<file path="config.mk">
export PLATFORM = sky130hd
export DESIGN_NAME = rounded_rect_rgb565_alpha_blend
export DESIGN_NICKNAME = d
export VERILOG_FILES = /design/src/rrb_pkg.sv /design/src/rrb_csr.sv /design/src/rrb_shape.sv /design/src/rrb_blend.sv /design/src/rounded_rect_rgb565_alpha_blend.sv
export SDC_FILE = /design/constraint.sdc
export NUM_CORES = 2
export LEC_CHECK = 0
export BUFFER_PORTS_ARGS = -buffer_cell sky130_fd_sc_hd__buf_4
export CAP_MARGIN = 20
export CORE_UTILIZATION = 45
export CTS_BUF_LIST = sky130_fd_sc_hd__clkbuf_8
export DETAILED_ROUTE_END_ITERATION = 10
export PLACE_DENSITY = 0.6
export SLEW_MARGIN = 20
export SYNTH_ARGS = -nofsm -noshare
export SYNTH_HDL_FRONTEND = slang
export SYNTH_SLANG_ARGS = --single-unit
</file>
<file path="constraint.sdc">
create_clock -name clock -period 11.5 [get_ports clock]
set_input_delay 3.45 -clock clock [delete_from_list [all_inputs] [get_ports clock]]
set_output_delay 3.45 -clock clock [all_outputs]
set_load 0.005 [all_outputs]
</file>
<file path="src/rrb_pkg.sv">
package rrb_pkg;

   localparam int COORD_BITS = 10;

   // configuration field widths
   localparam int LEFT_BITS   = 10;
   localparam int TOP_BITS    = 10;
   localparam int SIZE_BITS   = 11;
   localparam int RADIUS_BITS = 9;
   localparam int COLOR_BITS  = 16;
   localparam int ALPHA_BITS  = 8;

   // configuration port
   localparam int CSR_INDEX_BITS = 3;
   localparam int CSR_DATA_BITS  = COLOR_BITS;

   localparam logic [CSR_INDEX_BITS-1:0] REG_RECT_LEFT     = 3'd0;
   localparam logic [CSR_INDEX_BITS-1:0] REG_RECT_TOP      = 3'd1;
   localparam logic [CSR_INDEX_BITS-1:0] REG_RECT_WIDTH    = 3'd2;
   localparam logic [CSR_INDEX_BITS-1:0] REG_RECT_HEIGHT   = 3'd3;
   localparam logic [CSR_INDEX_BITS-1:0] REG_CORNER_RADIUS = 3'd4;
   localparam logic [CSR_INDEX_BITS-1:0] REG_OVERLAY_COLOR = 3'd5;
   localparam logic [CSR_INDEX_BITS-1:0] REG_BLEND_ALPHA   = 3'd6;

   // signed width for the shape bounds, with room for corners pulled below zero
   localparam int WIDEST_COORD = (COORD_BITS > SIZE_BITS) ? COORD_BITS : SIZE_BITS;
   localparam int CALC_BITS    = WIDEST_COORD + 2;
   localparam int SQ_BITS      = 2 * RADIUS_BITS;

   // rgb565 layout
   localparam int RED_BITS   = 5;
   localparam int GREEN_BITS = 6;
   localparam int BLUE_BITS  = 5;
   localparam int CHAN_BITS  = GREEN_BITS;
   localparam int NUM_CHAN   = 3;
   localparam int PROD_BITS  = CHAN_BITS + ALPHA_BITS;
   localparam int SUM_BITS   = PROD_BITS + 1;
   localparam logic [ALPHA_BITS-1:0] ALPHA_MAX = '1;

   typedef struct packed {
      logic [LEFT_BITS-1:0]   rect_left;
      logic [TOP_BITS-1:0]    rect_top;
      logic [SIZE_BITS-1:0]   rect_width;
      logic [SIZE_BITS-1:0]   rect_height;
      logic [RADIUS_BITS-1:0] corner_radius;
      logic [COLOR_BITS-1:0]  overlay_color;
      logic [ALPHA_BITS-1:0]  blend_alpha;
   } cfg_type;

   // register values after reset: a one by one box at the origin
   localparam cfg_type CFG_RESET = '{
      rect_left:     '0,
      rect_top:      '0,
      rect_width:    SIZE_BITS'(1),
      rect_height:   SIZE_BITS'(1),
      corner_radius: '0,
      overlay_color: '0,
      blend_alpha:   '0
   };

   // exact s / 255 for the sums that a channel blend can reach
   function automatic logic [CHAN_BITS-1:0] div255(input logic [SUM_BITS-1:0] s);
      logic [SUM_BITS-1:0] t;
      t = s + SUM_BITS'(1) + (s >> ALPHA_BITS);
      return t[ALPHA_BITS +: CHAN_BITS];
   endfunction

endpackage

</file>
<file path="src/rrb_csr.sv">
module rrb_csr (
   input  logic                                 clock,
   input  logic                                 reset,
   input  logic                                 wr_en,
   input  logic [rrb_pkg::CSR_INDEX_BITS-1:0]   wr_index,
   input  logic [rrb_pkg::CSR_DATA_BITS-1:0]    wr_data,
   output rrb_pkg::cfg_type                     cfg
);

   rrb_pkg::cfg_type cfg_ff;

   always_ff @(posedge clock) begin
      if (reset) begin
         cfg_ff <= rrb_pkg::CFG_RESET;
      end else if (wr_en) begin
         unique case (wr_index)
            rrb_pkg::REG_RECT_LEFT: begin
               cfg_ff.rect_left <= wr_data[rrb_pkg::LEFT_BITS-1:0];
            end
            rrb_pkg::REG_RECT_TOP: begin
               cfg_ff.rect_top <= wr_data[rrb_pkg::TOP_BITS-1:0];
            end
            rrb_pkg::REG_RECT_WIDTH: begin
               cfg_ff.rect_width <= wr_data[rrb_pkg::SIZE_BITS-1:0];
            end
            rrb_pkg::REG_RECT_HEIGHT: begin
               cfg_ff.rect_height <= wr_data[rrb_pkg::SIZE_BITS-1:0];
            end
            rrb_pkg::REG_CORNER_RADIUS: begin
               cfg_ff.corner_radius <= wr_data[rrb_pkg::RADIUS_BITS-1:0];
            end
            rrb_pkg::REG_OVERLAY_COLOR: begin
               cfg_ff.overlay_color <= wr_data[rrb_pkg::COLOR_BITS-1:0];
            end
            rrb_pkg::REG_BLEND_ALPHA: begin
               cfg_ff.blend_alpha <= wr_data[rrb_pkg::ALPHA_BITS-1:0];
            end
            default: begin
            end
         endcase
      end
   end

   assign cfg = cfg_ff;

endmodule

</file>
<file path="src/rrb_shape.sv">
module rrb_shape (
   input  logic                              clock,
   input  rrb_pkg::cfg_type                  cfg,
   input  logic [rrb_pkg::COORD_BITS-1:0]    pixel_x,
   input  logic [rrb_pkg::COORD_BITS-1:0]    pixel_y,
   output logic                              covered
);

   localparam int W = rrb_pkg::CALC_BITS;
   localparam int R = rrb_pkg::RADIUS_BITS;
   localparam int S = rrb_pkg::SQ_BITS;

   logic signed [W-1:0] px, py, left, top, right, bottom, rad;
   logic signed [W-1:0] il, ir, it, ib, cx, cy, dx, dy;

   // stage b: bounds and corner offsets
   logic         box_in, band_in;
   logic [R-1:0] adx_in, ady_in;
   logic         box_ff, band_ff;
   logic [R-1:0] adx_ff, ady_ff;

   // stage c: squares
   logic [S-1:0] dx2_ff, dy2_ff, rr_ff;
   logic         box_c_ff, band_c_ff;

   // stage d: decision
   logic         covered_in, covered_ff;

   always_comb begin
      px     = W'(pixel_x);
      py     = W'(pixel_y);
      left   = W'(cfg.rect_left);
      top    = W'(cfg.rect_top);
      rad    = W'(cfg.corner_radius);
      right  = left + W'(cfg.rect_width) - W'(1);
      bottom = top + W'(cfg.rect_height) - W'(1);
      il     = left + rad;
      ir     = right - rad;
      it     = top + rad;
      ib     = bottom - rad;

      box_in  = (px >= left) && (px <= right) && (py >= top) && (py <= bottom);
      band_in = ((px >= il) && (px <= ir)) || ((py >= it) && (py <= ib));

      // nearest inner corner; the offsets stay within the radius whenever used
      cx = (px < il) ? il : ir;
      cy = (py < it) ? it : ib;
      dx = px - cx;
      dy = py - cy;
      adx_in = R'(dx[W-1] ? -dx : dx);
      ady_in = R'(dy[W-1] ? -dy : dy);
   end

   always_ff @(posedge clock) begin
      box_ff  <= box_in;
      band_ff <= band_in;
      adx_ff  <= adx_in;
      ady_ff  <= ady_in;
   end

   always_ff @(posedge clock) begin
      dx2_ff    <= S'(adx_ff) * S'(adx_ff);
      dy2_ff    <= S'(ady_ff) * S'(ady_ff);
      rr_ff     <= S'(cfg.corner_radius) * S'(cfg.corner_radius);
      box_c_ff  <= box_ff;
      band_c_ff <= band_ff;
   end

   assign covered_in = box_c_ff &&
                       (band_c_ff || ((S+1)'(dx2_ff) + (S+1)'(dy2_ff) <= (S+1)'(rr_ff)));

   always_ff @(posedge clock) begin
      covered_ff <= covered_in;
   end

   assign covered = covered_ff;

endmodule

</file>
<file path="src/rrb_blend.sv">
module rrb_blend (
   input  logic                              clock,
   input  rrb_pkg::cfg_type                  cfg,
   input  logic [rrb_pkg::COLOR_BITS-1:0]    base_color,
   output logic [rrb_pkg::COLOR_BITS-1:0]    blend_color,
   output logic [rrb_pkg::COLOR_BITS-1:0]    base_delayed
);

   localparam int C = rrb_pkg::CHAN_BITS;
   localparam int P = rrb_pkg::PROD_BITS;
   localparam int N = rrb_pkg::NUM_CHAN;

   logic [C-1:0]                     base_ch [N];
   logic [C-1:0]                     over_ch [N];
   logic [rrb_pkg::ALPHA_BITS-1:0]   inv_alpha;

   logic [P-1:0]                     pb_ff [N];
   logic [P-1:0]                     po_ff [N];
   logic [C-1:0]                     q_in  [N];
   logic [rrb_pkg::COLOR_BITS-1:0]   mix_in;

   logic [rrb_pkg::COLOR_BITS-1:0]   base_b_ff, base_c_ff, base_d_ff;
   logic [rrb_pkg::COLOR_BITS-1:0]   mix_c_ff, mix_d_ff;

   always_comb begin
      base_ch[0] = C'(base_color[15:11]);
      base_ch[1] = base_color[10:5];
      base_ch[2] = C'(base_color[4:0]);
      over_ch[0] = C'(cfg.overlay_color[15:11]);
      over_ch[1] = cfg.overlay_color[10:5];
      over_ch[2] = C'(cfg.overlay_color[4:0]);
      inv_alpha  = rrb_pkg::ALPHA_MAX - cfg.blend_alpha;
   end

   // stage b: channel products
   always_ff @(posedge clock) begin
      for (int i = 0; i < N; i++) begin
         pb_ff[i] <= P'(base_ch[i]) * P'(inv_alpha);
         po_ff[i] <= P'(over_ch[i]) * P'(cfg.blend_alpha);
      end
      base_b_ff <= base_color;
   end

   // stage c: sum and divide by 255
   always_comb begin
      for (int i = 0; i < N; i++) begin
         q_in[i] = rrb_pkg::div255(rrb_pkg::SUM_BITS'(pb_ff[i]) +
                                   rrb_pkg::SUM_BITS'(po_ff[i]));
      end
      mix_in = {q_in[0][rrb_pkg::RED_BITS-1:0], q_in[1][rrb_pkg::GREEN_BITS-1:0],
                q_in[2][rrb_pkg::BLUE_BITS-1:0]};
   end

   always_ff @(posedge clock) begin
      mix_c_ff  <= mix_in;
      base_c_ff <= base_b_ff;
   end

   // stage d: line up with the shape decision
   always_ff @(posedge clock) begin
      mix_d_ff  <= mix_c_ff;
      base_d_ff <= base_c_ff;
   end

   assign blend_color  = mix_d_ff;
   assign base_delayed = base_d_ff;

endmodule

</file>
<file path="src/rounded_rect_rgb565_alpha_blend.sv">
// Rounded-rectangle RGB565 compositor. One pixel item is taken in every clock
// cycle while busy is low; busy is high only during reset and the cycle after.
// Each item gives exactly one result, shown for one cycle with rsp_valid;
// results leave in the order items came in and the receiver cannot stall them.
// The pipeline runs through the input register, the bounds, corner offsets and
// channel products, the squares and divide by 255, the radius compare, and the
// output register.
// Registers are to be written through the csr_ port only while no item is in
// flight; the block itself does not enforce this.
module rounded_rect_rgb565_alpha_blend (
   input  logic                                 clock,
   input  logic                                 reset,
   input  logic                                 start,
   output logic                                 busy,
   input  logic [rrb_pkg::COORD_BITS-1:0]       req_pixel_x,
   input  logic [rrb_pkg::COORD_BITS-1:0]       req_pixel_y,
   input  logic [rrb_pkg::COLOR_BITS-1:0]       req_base_color,
   output logic                                 rsp_valid,
   output logic [rrb_pkg::COLOR_BITS-1:0]       rsp_out_color,
   output logic                                 rsp_covered,
   input  logic                                 csr_valid,
   output logic                                 csr_ready,
   input  logic [rrb_pkg::CSR_INDEX_BITS-1:0]   csr_index,
   input  logic [rrb_pkg::CSR_DATA_BITS-1:0]    csr_data
);

   localparam int STAGES = 4;

   rrb_pkg::cfg_type                     cfg;
   logic                                 busy_ff;
   logic [STAGES-1:0]                    vld_ff;
   logic                                 accept;

   logic [rrb_pkg::COORD_BITS-1:0]       px_ff, py_ff;
   logic [rrb_pkg::COLOR_BITS-1:0]       base_ff;

   logic                                 covered;
   logic [rrb_pkg::COLOR_BITS-1:0]       blend_color, base_delayed;

   logic                                 rsp_valid_ff, rsp_covered_ff;
   logic [rrb_pkg::COLOR_BITS-1:0]       rsp_out_color_ff;

   assign accept = start && !busy_ff && !reset;

   always_ff @(posedge clock) begin
      busy_ff <= reset;
   end

   rrb_csr u_csr (
      .clock    (clock),
      .reset    (reset),
      .wr_en    (csr_valid && !busy_ff),
      .wr_index (csr_index),
      .wr_data  (csr_data),
      .cfg      (cfg)
   );

   // stage a: input register
   always_ff @(posedge clock) begin
      px_ff   <= req_pixel_x;
      py_ff   <= req_pixel_y;
      base_ff <= req_base_color;
   end

   // valid bits for stages a through d
   always_ff @(posedge clock) begin
      if (reset) begin
         vld_ff <= '0;
      end else begin
         vld_ff <= {vld_ff[STAGES-2:0], accept};
      end
   end

   rrb_shape u_shape (
      .clock   (clock),
      .cfg     (cfg),
      .pixel_x (px_ff),
      .pixel_y (py_ff),
      .covered (covered)
   );

   rrb_blend u_blend (
      .clock        (clock),
      .cfg          (cfg),
      .base_color   (base_ff),
      .blend_color  (blend_color),
      .base_delayed (base_delayed)
   );

   // output register
   always_ff @(posedge clock) begin
      if (reset) begin
         rsp_valid_ff <= 1'b0;
      end else begin
         rsp_valid_ff <= vld_ff[STAGES-1];
      end
      rsp_covered_ff   <= covered;
      rsp_out_color_ff <= covered ? blend_color : base_delayed;
   end

   assign busy          = busy_ff;
   assign csr_ready     = !busy_ff;
   assign rsp_valid     = rsp_valid_ff;
   assign rsp_covered   = rsp_covered_ff;
   assign rsp_out_color = rsp_out_color_ff;

endmodule

</file>
**Word level (Yosys, flattened, before mapping)**

Memory sizes are Yosys's and may differ from the RTL's.
Index checks and enable logic that the tools add are counted.

- Register bits after elaboration: 291
- Latch bits: 0
- Memory bits (writable): 84
- Bits in read-only memories: 0
- Input bits: 59
- Output and inout port bits: 20
- Memories: 2

- Add/subtract/negate cells: 23
- Multiply operators: 9
- Divide/modulo/power cells: 0
- $lt $le $gt $ge: 11
- Equality and inequality tests: 6
- Shift operators: 0
- Muxes and demuxes: 5
- Bitwise logic cells: 0
- Reductions and logical operators: 21

Memories:

| name | depth | bits a word | read ports | clocked after Yosys merged registers in | wr ports | RTL line | source |
|---|---|---|---|---|---|---|---|
| u_blend.pb_ff | 3 | 14 | 3 | 0 | 3 | rrb_blend.sv:17 | `logic [P-1:0] pb_ff [N];` |
| u_blend.po_ff | 3 | 14 | 3 | 0 | 3 | rrb_blend.sv:18 | `logic [P-1:0] po_ff [N];` |

Operators by type and width:

| kind | count |
|---|---|
| 9-bit by 9-bit multiplier with 18-bit output | 3 |
| 11-bit by 13-bit <= comparator with 1-bit output | 4 |
| 5-bit by 8-bit multiplier with 13-bit output | 4 |
| 14-bit by 14-bit adder with 15-bit output | 3 |
| 6-bit by 8-bit multiplier with 14-bit output | 2 |
| 13-bit by 1-bit adder with 13-bit output, second input constant | 2 |
| 13-bit by 7-bit adder with 13-bit output | 2 |
| 11-bit by 13-bit >= comparator with 1-bit output | 2 |
| 11-bit by 13-bit less-than comparator with 1-bit output | 2 |
| 13-bit two-way mux | 2 |
| 11-bit by 13-bit subtractor with 13-bit output | 2 |
| 13-bit by 1-bit subtractor with 13-bit output, second input constant | 2 |
| 13-bit by 10-bit subtractor with 13-bit output | 2 |
| 10-bit by 11-bit adder with 12-bit output | 2 |
| 10-bit by 9-bit adder with 11-bit output | 2 |
| 10-bit >= comparator | 2 |
| 18-bit by 18-bit adder with 19-bit output | 1 |
| 19-bit by 18-bit <= comparator with 1-bit output | 1 |
| 9-bit two-way mux | 2 |
| 9-bit negation | 2 |
| 16-bit two-way mux | 1 |
| 14-bit by 1-bit adder with 14-bit output, second input constant | 1 |
| 14-bit by 7-bit adder with 14-bit output | 1 |
| 2-bit AND reduction | 7 |
| 8 further kinds | 21 |

**Longest topological paths before layout**

- Word-level depth: 7
- Depth in mapped cells: 31
- Gate-level depth less buffers: 30

**Cells and area by module**

A second synthesis with hierarchy kept.

- Cell total of the unflattened synthesis: 3561
- Area, all modules: 32603.8 um^2

Modules (own cells, without submodules):

| module | times used | cells each | area each (um^2) |
|---|---|---|---|
| rrb_shape | 1 | 1755 | 14609.0 |
| rrb_blend | 1 | 1449 | 13504.2 |
| rrb_csr | 1 | 273 | 3017.9 |
| rounded_rect_rgb565_alpha_blend | 1 | 84 | 1472.7 |

**Least setup slack after synthesis**

Ideal clock, no wire load.

- Kind: register to register
- Start point: register u_csr.cfg_ff, in the netlist u_csr.cfg[25]
- End point: register u_shape.adx_ff[4]
- Library setup time: 0.128 ns
- Arrival time: 5.813 ns
- Path slack: 5.559 ns
- Cell stages (with the launch flop): 30
- Cell sequence: dfxtp_1 ha_1 a21o_1 a21oi_1 o21bai_1 a21oi_1 o21bai_1 a21oi_1 o21bai_1 a21oi_1 xnor2_1 ha_1 nand2_1 a21o_1 a22oi_1 clkbuf_1 a21oi_1 ha_1 fa_1 nor2b_1 o21ai_0 nand2b_1 a21o_1 a21o_1 a21o_1 a21o_1 a31oi_1 o31ai_1 nor3_1 xor2_1

- Word-level cells in the longest chain between the ends: 6
- Elaborated cells on any way between the ends: 7

RTL lines:

| element | RTL line | source |
|---|---|---|
| start, declared | rrb_csr.sv:10 | `rrb_pkg::cfg_type cfg_ff;` |
| start signal, assigned | rrb_csr.sv:14 | `cfg_ff <= rrb_pkg::CFG_RESET;` |
| 10-bit by 9-bit adder with 11-bit output | rrb_shape.sv:37 | `il = left + rad;` |
| 11-bit by 13-bit less-than comparator with 1-bit output | rrb_shape.sv:46 | `cx = (px < il) ? il : ir;` |
| 13-bit two-way mux (*) | rrb_shape.sv:46 |  |
| 11-bit by 13-bit subtractor with 13-bit output (*) | rrb_shape.sv:48 | `dx = px - cx;` |
| 9-bit negation | rrb_shape.sv:50 | `adx_in = R'(dx[W-1] ? -dx : dx);` |
| 9-bit two-way mux (*) | rrb_shape.sv:50 |  |
| net u_shape.adx_in[4] | rrb_shape.sv:18 | `logic [R-1:0] adx_in, ady_in;` |
| end signal, assigned | rrb_shape.sv:57 | `adx_ff <= adx_in;` |
| end, declared | rrb_shape.sv:20 | `logic [R-1:0] adx_ff, ady_ff;` |

The timed path passes the listed nets; every way through them passes the cells marked *.
A chain may end at the register's enable or synchronous reset.

**Final worst setup path**

- Start point: register u_csr.cfg_ff, in the netlist u_csr.cfg[25]
- End point: register u_shape.ady_ff[5]

- Word-level cells in the longest chain between the ends: 6
- Elaborated cells on any way between the ends: 7

RTL lines:

| element | RTL line | source |
|---|---|---|
| 10-bit by 9-bit adder with 11-bit output | rrb_shape.sv:39 | `it = top + rad;` |
| 11-bit by 13-bit less-than comparator with 1-bit output | rrb_shape.sv:47 | `cy = (py < it) ? it : ib;` |
| 13-bit two-way mux (*) | rrb_shape.sv:47 |  |
| 11-bit by 13-bit subtractor with 13-bit output (*) | rrb_shape.sv:49 | `dy = py - cy;` |
| 9-bit negation | rrb_shape.sv:51 | `ady_in = R'(dy[W-1] ? -dy : dy);` |
| 9-bit two-way mux (*) | rrb_shape.sv:51 |  |
| net u_shape.ady_in[5] | rrb_shape.sv:18 |  |
| end signal, assigned | rrb_shape.sv:58 | `ady_ff <= ady_in;` |
| end, declared | rrb_shape.sv:20 |  |

Marks and branches as above.

==> summary.md <==
| Metric | Value |
|---|---|
| Flop-to-flop setup slack | 4.92 ns |
| Cells after DPL | 4214 |
| Hold_buf cts | 0 |
| Final worst-path cycle share | 57.2% |
| Drc violations | 0 |
| Area of the multi-input gates | 21900 µm² |
| Fillers | 6487 |
| Setup repair after global routing missed its margin | false |
| Seq pwr share | 19.0% |
| Die area | 70200 µm² |
| Tmin final | 6.58 ns |
| Clock root cell | clkbuf_8 |
| Largest net degree at the start of global routing | 82 |
| Starting DRT DRC Count | 1024 |
| CP most frequent cell | a21o_1 |
| H-tree levels | 3 |
| Sink Count | 368 |
| CTS Buf Count | 70 |
| Post_cts resized | 0 |
| Top-Level Pins | 79 |
| Register-to-Register Path Depth | 28 |
| Number of synthesized flops with an enable pin | 0 |
| Critical R2R Launch | u_csr.cfg[25] |
| Post-DP HPWL | 51900 µm |
| Mapped Avg Cell Area | 9.42 µm² |
| FF+latch area | 7370 µm² |
| GP Congestion | 0.857 |
| Drt via density | 5.05 |
| Overflow after GRT | 0 |
| Core Rows | 96 |
| # nets final | 4174 |
| Initial antenna violation count | 1 |
| Final hold violations | 0 |
| Final non-filler cell total | 4332 |
| Slew Viols, Final | 0 |
| Worst-path fanout max | 13 |
| Die Y | 265 µm |
| Clock share of power | 14.0% |
| Top_reg_cell synth | dfxtp_1 |
| Hold crit path type | reg -> reg |
| MaxCap Viol Count | 0 |
| Status | complete, no violations |
| Clk_lat worst skew | 0.68 ns |
| Horiz. Die Dim | 265 µm |
| Power per cell area | 286 nW/µm² |
| Critical path's slowest cell | o31ai_1 |
| Measured slew at the worst slew-check pin | 0.965 ns |
| WL per Instance | 15.4 µm |
| Layout cells sized above 1 | 7.63% |
| CP required | 12.01 ns |
| CTS tree | built |
| Synthesized Nets | 4074 |
| Placeable Area | 68500 µm² |
| Initial Util | 45.5% |
| Ys Warns | 0 |
| Total power | 0.00977 W |
| Syn Inst Count | 3304 |
| NetSw | 0.00430 W |
| Yosys reg bits | 368 |
| Switch share | 44.0% |
| Setup Viol. Count Final | 0 |
| Clk buf depth | 3 |
| CP endpoint kind | register |
| Crit path launch type | register |
| Cell internal pwr | 0.00547 W |
| Worst hold path stage count | 0 |
| Synth Cell Area | 31100 µm² |
| Tot GR Track Use | 19.6% |
| Gate power share | 67.0% |
| Synth unique cells | 85 |
| TritonRoute pass-1 iters | 7 |
| First-pass GRT wire length | 111000 µm |
| Reg-to-Reg End | u_shape.ady_ff[5] |
| Fmax achieved | 152 MHz |
| Vias in the first global route | 21.9k |
| Final setup margin | 4.92 ns |
| Routed vias | 21.9k |
| Asr flop ratio synth | 0% |
| Port buffer count | 78 |
| Leak | 16.9 nW |
| Crit path kind | reg -> reg |
| Register area share after synthesis | 23.7% |
| Setup crit end | u_shape.ady_ff[5] |
| WL final | 66700 µm |
| Placement Setup Slack | 4.96 ns |
| Final Skew | 0.0531 ns |
| Setup TNS | 0 ns |
| Worst path max stage delay | 0.80 ns |
| Critical Path Source | u_csr.cfg[25] |
| Crit path DAT | 7.09 ns |
| Area growth syn-to-layout | 9.71% |
| Relative slew slack | 35.1% |
| Setup Buffers After CTS | 0 |
| Antenna-violating nets left | 0 |
| VDD IR max | 0.000413 V |
| Clock-pin slew on the worst setup and hold paths | 0.05 ns |
-- placed cells by master, fill, tap and decap left out, drive strengths merged, types with 5 or more instances in the layout --
cell type  synthesis  layout
nor2b            104     104
inv              449     471
xnor2            163     163
buf                4      90
ha               476     476
nand3             18      18
a21boi            16      16
a2111oi            5       5
a211oi             9       9
and3               7       7
clkbuf            58      77
xor2              75      75
or3               14      14
dfxtp            368     368
nor2             180     180
nand2b            89      89
mux2i             80      80
a21oi            165     165
o21bai            68      68
a21o              86      86
mux2              36      36
fa               235     235
o211ai            11      11
nand4             22      22
a211o              7       7
o21ai             73      73
nand2            181     181
o21a              48      48
a31oi              6       6
nor4               7       7
nor3              33      33
or2                9       9
and2             131     131
clkinv             2      11
nor3b             10      10
bufinv             0       7
-- critical path, delay by kind of cell (launching register included) --
kind | cells | cell delay (ns)
compound gates | 18 | 3.31
xor+xnor | 2 | 0.35
fa+ha+maj | 4 | 1.27
flops | 1 | 0.73
simple gates | 4 | 0.74
-- how the worst min path moves through the flow --
stage / from / endpoint / slack [ns]
global route: u_blend.base_c_ff[5] / u_blend.base_delayed[5] / 0.32
detailed placement: u_blend.base_b_ff[5] / u_blend.base_c_ff[5] / 0.31
floorplan: u_blend.base_b_ff[0] / u_blend.base_c_ff[0] / 0.31
CTS: u_blend.base_b_ff[11] / u_blend.base_c_ff[11] / 0.32
finish: u_blend.base_b_ff[0] / u_blend.base_c_ff[0] / 0.32
global placement: u_blend.base_b_ff[4] / u_blend.base_c_ff[4] / 0.31
-- Yosys cell counts (5+ instances only) --
cell type	number	area, µm²
nand2_1	181	679
o21a_1	48	360
a211o_1	7	61.3
o211ai_1	11	82.6
nor2b_1	104	651
nor4_1	7	43.8
clkbuf_1	58	218
a21o_1	86	646
xor2_1	75	657
or3_1	14	87.6
nand3_1	18	90.1
nor2_1	179	672
mux2_2	36	405
dfxtp_1	368	7370
a21oi_1	165	826
xnor2_1	163	1430
a21boi_0	14	105
o21ai_0	72	360
nand4_1	22	138
nand2b_1	89	557
o21bai_1	68	510
nor3_1	33	165
or2_2	9	56.3
and3_1	7	43.8
a31oi_1	5	31.3
nor3b_1	8	60.1
ha_1	476	5960
fa_1	235	4700
a211oi_1	8	60.1
mux2i_1	78	781
and2_1	130	813
inv_1	449	1690
-- layout make-up --
class	count	area share (%)
repair buffers	90	1.98
diodes	2	0.0147
well taps	882	3.23
clock buffers	77	3.10
flip-flops and latches	368	21.6
multi-input cells	2423	64.0
clock inverters	39	1.12
inverters	451	4.96
-- metrics by stage --
stage	hold WS [ns]	utilization, %	instance area (µm²)
floorplan	0.310	-	31100
global placement	0.310	47.7	32700
detailed placement	0.312	47.7	32700
CTS	0.319	49.8	34100
global route	0.321	49.9	34100
finish	0.317	49.9	34100
-- layer usage --
metal	track usage, %	wire, µm	vias to the layer above
li1	-	-	11100
met1	27.5	33500	10300
met2	31.4	29400	291
met3	3.15	2660	96
met4	5.00	1210	0
met5	0	0	-
-- logic make-up after synthesis --
logic type               synth area share, %
AND/OR/NAND/NOR                         13.9
buffers and inverters                   6.19
flip-flops                              23.7
XOR/XNOR                                6.70
multiplexers                            3.96
adder cells (fa/ha/maj)                 34.3
AO/OA/AOI/OAI                           11.4
-- sequential cells by signal, indices dropped and copies added (netlist names), 17 cells and up --
name,count
u_blend.po_ff,40
u_shape.dy2_ff,17
u_blend.pb_ff,40
u_shape.dx2_ff,17
u_shape.rr_ff,17
u_csr.cfg,75
-- power by group through the flow --
stage / sequential (W) / clock (W) / combinational (W)
2_1_floorplan: 0.00177 / 0 / 0.00533
3_3_place_gp: 0.00189 / 0 / 0.00652
3_5_place_dp: 0.00189 / 0 / 0.00662
4_1_cts: 0.00186 / 0.00141 / 0.00669
5_1_grt: 0.00189 / 0.00147 / 0.00773
6_report: 0.00186 / 0.00136 / 0.00655
Power figures use the tool's default switching activity.
